--- src/hdl/idstk_pkg.sv ---
`default_nettype none

package idstk_pkg;

  localparam int STACK_DEPTH_DEF = 64;
  localparam int WORD_WIDTH_DEF  = 32;

  // fixed field widths of the stream words
  localparam int CMD_W   = 3;
  localparam int VALUE_W = 32;
  localparam int POS_W   = 7;
  localparam int STAT_W  = 2;
  localparam int DEPTH_W = 7;
  localparam int IN_TDATA_W  = 48;
  localparam int OUT_TDATA_W = 48;

  // cells read out per first-level OR group
  localparam int GROUP = 8;

  localparam logic [CMD_W-1:0] CMD_PUSH   = 3'd0;
  localparam logic [CMD_W-1:0] CMD_POP    = 3'd1;
  localparam logic [CMD_W-1:0] CMD_PEEK   = 3'd2;
  localparam logic [CMD_W-1:0] CMD_INSERT = 3'd3;
  localparam logic [CMD_W-1:0] CMD_REMOVE = 3'd4;
  localparam logic [CMD_W-1:0] CMD_READ   = 3'd5;
  localparam logic [CMD_W-1:0] CMD_CLEAR  = 3'd6;

  localparam logic [STAT_W-1:0] ST_OK    = 2'd0;
  localparam logic [STAT_W-1:0] ST_FULL  = 2'd1;
  localparam logic [STAT_W-1:0] ST_EMPTY = 2'd2;
  localparam logic [STAT_W-1:0] ST_RANGE = 2'd3;

  typedef enum logic [1:0] {
    S_IDLE,
    S_GATHER,
    S_REDUCE
  } state_t;

  typedef enum logic [1:0] {
    OP_HOLD,
    OP_INS,
    OP_REM
  } cell_op_t;

endpackage

`default_nettype wire

--- src/hdl/idstk_cell.sv ---
`default_nettype none

module idstk_cell #(
  parameter int IDX = 0,
  parameter int AW  = 6,
  parameter int WW  = 32
) (
  input  wire                   clk,
  input  idstk_pkg::cell_op_t   op,
  input  wire  [AW-1:0]         tgt,
  input  wire  [AW-1:0]         rd_idx,
  input  wire  [WW-1:0]         value,
  input  wire  [WW-1:0]         below,
  input  wire  [WW-1:0]         above,
  output logic [WW-1:0]         q,
  output logic [WW-1:0]         rd
);

  localparam logic [AW-1:0] MY_IDX = AW'(IDX);

  logic [WW-1:0] data_r;
  logic [WW-1:0] data_nxt;

  always_comb begin
    data_nxt = data_r;
    case (op)
      idstk_pkg::OP_INS: begin
        if (MY_IDX == tgt) data_nxt = value;
        else if (MY_IDX > tgt) data_nxt = below;
      end
      idstk_pkg::OP_REM: begin
        // take the word from above at and past the removed slot
        if (MY_IDX >= tgt) data_nxt = above;
      end
      default: data_nxt = data_r;
    endcase
  end

  always_ff @(posedge clk) begin
    data_r <= data_nxt;
  end

  assign q  = data_r;
  assign rd = (MY_IDX == rd_idx) ? data_r : '0;

endmodule

`default_nettype wire

--- config.mk ---
export PLATFORM = sky130hd
export DESIGN_NAME = idstk_cell
export DESIGN_NICKNAME = d
export VERILOG_FILES = /design/src/hdl/idstk_pkg.sv /design/src/hdl/idstk_cell.sv
export SDC_FILE = /design/constraint.sdc
export NUM_CORES = 1
export LEC_CHECK = 0
export ABC_AREA = 1
export BUFFER_PORTS_ARGS = -buffer_cell sky130_fd_sc_hd__buf_2
export CAP_MARGIN = 20
export CORE_UTILIZATION = 35
export CTS_CLUSTER_DIAMETER = 80
export DETAILED_ROUTE_END_ITERATION = 10
export PLACE_DENSITY = 0.74
export SLEW_MARGIN = 20
export SYNTH_ARGS = -nofsm -noshare
export SYNTH_HDL_FRONTEND = slang
export SYNTH_SLANG_ARGS = --single-unit
--- constraint.sdc ---
create_clock -name clk -period 7.8 [get_ports clk]
set_input_delay 1.56 -clock clk [delete_from_list [all_inputs] [get_ports clk]]
set_output_delay 1.56 -clock clk [all_outputs]
set_load 0.05 [all_outputs]
Word level (Yosys, flattened, before mapping)
Cells that the tools add are included.

Register bits: 32. Output and inout port bits: 64.

Mux-type cells: 5. Equality and inequality tests: 4. Order comparisons: 2. Reduce and logical (&&, ||, !) cells: 4.

Operators with widths (number): $mux W32 (4); $pmux W32 S2 (1); $logic_not A6 Y1 (2); $ge A1 B6 Y1 const A (1); $gt A1 B6 Y1 const A (1); $ne A3 B3 Y1 const B (1); $reduce_and A3 Y1 (1); $eq A2 B1 Y1 const B (1); $eq A2 B2 Y1 const B (1); $ne A2 B2 Y1 const B (1); $reduce_bool A2 Y1 (1).

Depth between registers and ports, before layout
Depth in word-level cells: 4. Mapped depth: 7. Mapped depth without buffers: 5.

Worst setup path before layout
Ideal clock, no wire load.

Kind: input port to flip-flop. Start point: input port op[0]. End point: register data_r[0], in the netlist q[0], enable pin. Data arrival time: 3.802 ns. Path slack: 3.567 ns. Path buffers: 1. Stages on the path: 5. Required time: 7.368 ns. Cells stage by stage: inv_1 -> ha_1 -> buf_2 -> or2_2 -> a21oi_1.

Cells in the longest elaborated chain, start to end: 3. Elaborated cells between the ends (all ways): 6.

RTL lines: from (decl) (line idstk_cell.sv:9) `input idstk_pkg::cell_op_t op,`; $eq A2 B1 Y1 / $eq A2 B2 Y1 (equally long branches) (line idstk_cell.sv:26) `case (op)`; $ne A3 B3 Y1 (no line), or another cell as far along; $reduce_and A3 Y1 (no line) (*); to (signal assigned) (line idstk_cell.sv:40) `data_r <= data_nxt;`; to (decl) (line idstk_cell.sv:21) `logic [WW-1:0] data_r;`.

Every way passes the cells marked *; elsewhere a longest branch is shown, timed or not. A chain may end at the register's enable or synchronous reset.

Worst setup path in the final report
Start point: input port tgt[1]. End point: register data_r[6], in the netlist q[6], enable pin.

Cells in the longest elaborated chain, start to end: 3. Elaborated cells between the ends (all ways): 6.

RTL lines: from (decl) (line idstk_cell.sv:10) `input wire [AW-1:0] tgt,`; $gt A1 B6 Y1, or another cell as far along (line idstk_cell.sv:29) `else if (MY_IDX > tgt) data_nxt = below;`; $ne A3 B3 Y1 (no line) / $ne A2 B2 Y1 (equally long branches); $reduce_and A3 Y1 (no line) (*).

Marked as above.

==> run_summary.xml <==
<?xml version="1.0" encoding="UTF-8"?>
<metrics>
  <group name="synth">
    <metric name="post_synth_instance_area" unit="um2">2370</metric>
    <metric name="syn_area_per_cell" unit="um2">6.65</metric>
    <metric name="netlist_instances" unit="">357</metric>
    <metric name="postSynthNetCount" unit="">470</metric>
    <metric name="synth_seq_cells" unit="">32</metric>
    <metric name="synthDistinctLibCells" unit="">13</metric>
    <metric name="ys.warnings.count" unit="">0</metric>
    <metric name="yosysSeqAreaShare" unit="%">40.5</metric>
  </group>
  <group name="clock_network">
    <metric name="clk_pin_slew" unit="ns">0.07</metric>
    <metric name="tritoncts" unit="">yes</metric>
    <metric name="post-cts-setup-buffer-count" unit="">0</metric>
    <metric name="cts_max_path_buffers" unit="">2</metric>
    <metric name="post_cts_resize_count" unit="">0</metric>
    <metric name="root_buffer" unit="">clkbuf_8</metric>
    <metric name="number_of_hold_buffers_added_after_cts" unit="">0</metric>
    <metric name="tritoncts_num_sinks" unit="">32</metric>
    <metric name="cts_made_buffers" unit="">5</metric>
    <metric name="cts_htree_levels" unit="">2</metric>
  </group>
  <group name="cells_and_area">
    <metric name="fin_nets" unit="">630</metric>
    <metric name="final_layout_size_suffix_gt1_share" unit="%">36.3</metric>
    <metric name="largest_reg_flops" unit="">32</metric>
    <metric name="num_antenna_cells" unit="">0</metric>
    <metric name="areaGrowthSynthToFinish" unit="%">41.8</metric>
    <metric name="post-route-util" unit="%">52.1</metric>
    <metric name="final-instance-count-excl-fill" unit="">595</metric>
  </group>
  <group name="sta">
    <metric name="hold_viol_final" unit="">0</metric>
    <metric name="fmaxAchievable" unit="GHz">0.240</metric>
    <metric name="tightestPinTransition" unit="ns">1.06</metric>
    <metric name="max_slew_violation_count" unit="">0</metric>
    <metric name="period_minus_slack" unit="ns">4.17</metric>
    <metric name="setup_viol" unit="">0</metric>
    <metric name="totalNegativeSetupSlack" unit="ns">0</metric>
    <metric name="post-route-period-util" unit="%">53.5</metric>
    <metric name="final.setup.worst_slack" unit="ns">3.63</metric>
    <metric name="max-slew-margin-rel" unit="%">29.4</metric>
    <metric name="grt_setup_unrepaired" unit="">no</metric>
  </group>
  <group name="pwr">
    <metric name="seqPwrFrac" unit="%">40.1</metric>
    <metric name="power_density" unit="nW/um2">169</metric>
    <metric name="vdd_drop_max" unit="V">0.0000792</metric>
    <metric name="power.total" unit="uW">570</metric>
    <metric name="cellLeakagePower" unit="uW">0.00213</metric>
    <metric name="power.share.clock" unit="%">26.8</metric>
    <metric name="internal_power" unit="uW">361</metric>
    <metric name="power.net_switching" unit="uW">208</metric>
    <metric name="sw_share" unit="%">36.6</metric>
    <metric name="comb_power_share" unit="%">33.1</metric>
  </group>
  <group name="worst_setup_path">
    <metric name="cp.arrival" unit="ns">4.06</metric>
    <metric name="crit_required" unit="ns">7.69</metric>
    <metric name="end_kind" unit="">flop</metric>
    <metric name="worstPathMaxFanout" unit="">33</metric>
    <metric name="path_class" unit="">primary input to flop</metric>
    <metric name="cp-start-kind" unit="">primary input</metric>
  </group>
  <group name="route">
    <metric name="vias_per_cell" unit="">4.61</metric>
    <metric name="wl_per_cell" unit="um">11.9</metric>
    <metric name="drt_iter0_drc" unit="">117</metric>
    <metric name="routed_wl" unit="mm">7.09</metric>
    <metric name="firstDrtPassIters" unit="">9</metric>
    <metric name="via_count" unit="">2744</metric>
    <metric name="antenna_violating_nets_post_route" unit="">0</metric>
    <metric name="drc" unit="">11</metric>
  </group>
  <group name="job">
    <metric name="max_cap_violations" unit="">0</metric>
  </group>
  <group name="floorplan">
    <metric name="core_ar" unit="um2">6460</metric>
    <metric name="io-pin-count" unit="">175</metric>
    <metric name="initial_utilization" unit="%">36.7</metric>
    <metric name="chipHeight" unit="um">84.3</metric>
    <metric name="fp.dieArea" unit="um2">7110</metric>
    <metric name="horiz_die_dim" unit="um">84.3</metric>
    <metric name="placement_rows" unit="">29</metric>
  </group>
  <group name="placed_design">
    <metric name="port_buffers" unit="">174</metric>
    <metric name="place_congestion" unit="">0.815</metric>
    <metric name="detailedPlace.worstSlack" unit="ns">3.36</metric>
    <metric name="dp_hpwl" unit="mm">5.42</metric>
    <metric name="placed_cells" unit="">587</metric>
  </group>
  <group name="global_route">
    <metric name="grtUsageTotal" unit="%">19.6</metric>
    <metric name="grt_antenna_before_repair" unit="">0</metric>
    <metric name="largest_net_degree_at_the_start_of_global_routing" unit="">35</metric>
    <metric name="first_global_vias" unit="">2431</metric>
    <metric name="grt_remaining_overflow" unit="">0</metric>
    <metric name="wire_length_of_the_first_global_routing_pass" unit="mm">11.1</metric>
  </group>
  <group name="outcome">
    <metric name="violated_checks" unit="">design-rule violations</metric>
    <metric name="outcome" unit="">complete, but fails checks</metric>
  </group>
  <group name="min_path">
    <metric name="timing.hold.worst.class" unit="">primary input to flop</metric>
  </group>
</metrics>
-- Yosys cell counts --
master,instances,area [um2]
inv_1,99,372
nand2_1,96,360
nor2_1,35,131
nand3_1,33,165
edfxtp_1,32,961
nand4_1,32,200
buf_2,16,80.1
clkbuf_1,6,22.5
nor2_4,3,33.8
ha_1,2,25.0
a21oi_1,1,5.00
nand3_2,1,10.0
or2_2,1,6.26
-- power groups by stage --
stage               registers (uW)  logic, uW  clock network (uW)
finish                         229        188                 153
global route                   231        202                 165
CTS                            229        189                 156
detailed placement             232        188                   0
global placement               231        185                   0
floorplan                      306       53.7                   0
-- logic make-up after synthesis --
| kind of cell | Yosys count | share of synthesized area (%) |
|---|---|---|
| buffers and inverters | 121 | 20.0 |
| flip-flops | 32 | 40.5 |
| AO/OA/AOI/OAI | 1 | 0.211 |
| adder cells (fa/ha/maj) | 2 | 1.05 |
| AND/OR/NAND/NOR | 201 | 38.2 |
-- critical path, cell delays in order --
cell and delay (ns):
buf_2 0.11, nor2_4 0.59, nand3_2 0.72, a21oi_4 1.06
-- layer usage --
layer  track usage, %  vias up  wire [um]
li1                 -     1406          -
met1             23.6     1194       2960
met2             36.1      138       3580
met3             3.44        6        481
met4             5.24        0         68
met5                0        -          0
-- layout make-up --
class / instances / area [um2]
clock buffer: 5 / 68.8
tap: 77 / 96.3
timing repair buffer: 175 / 878
sequential: 32 / 961
multi-input combinational: 204 / 951
fill: 661 / 3090
inverter: 99 / 372
clock inverter: 3 / 37.5
-- worst paths after layout --
kind  startpoint         endpoint  slack [ns]  cells past startpoint
min    above[22]  q[22]$_DFFE_PP_        1.55                      3
max       tgt[1]   q[6]$_DFFE_PP_        3.63                      4
-- metrics by stage --
| step | hold WS [ns] | instance area (um2) |
|---|---|---|
| 4_1_cts | 1.54 | 3360 |
| 5_1_grt | 1.54 | 3360 |
| 3_5_place_dp | 1.83 | 3260 |
| 3_3_place_gp | 1.83 | 3260 |
| 6_report | 1.55 | 3360 |
| 2_1_floorplan | 1.74 | 2370 |
-- cell usage in the layout, fill, tap and decap left out, drive strengths merged --
cell,count
nor2,38
clkbuf,5
nand3,34
nand4,32
or2,1
inv,99
bufinv,1
a21oi,1
clkinv,2
buf,175
edfxtp,32
ha,2
nand2,96
(Power assumes the default switching activity.)
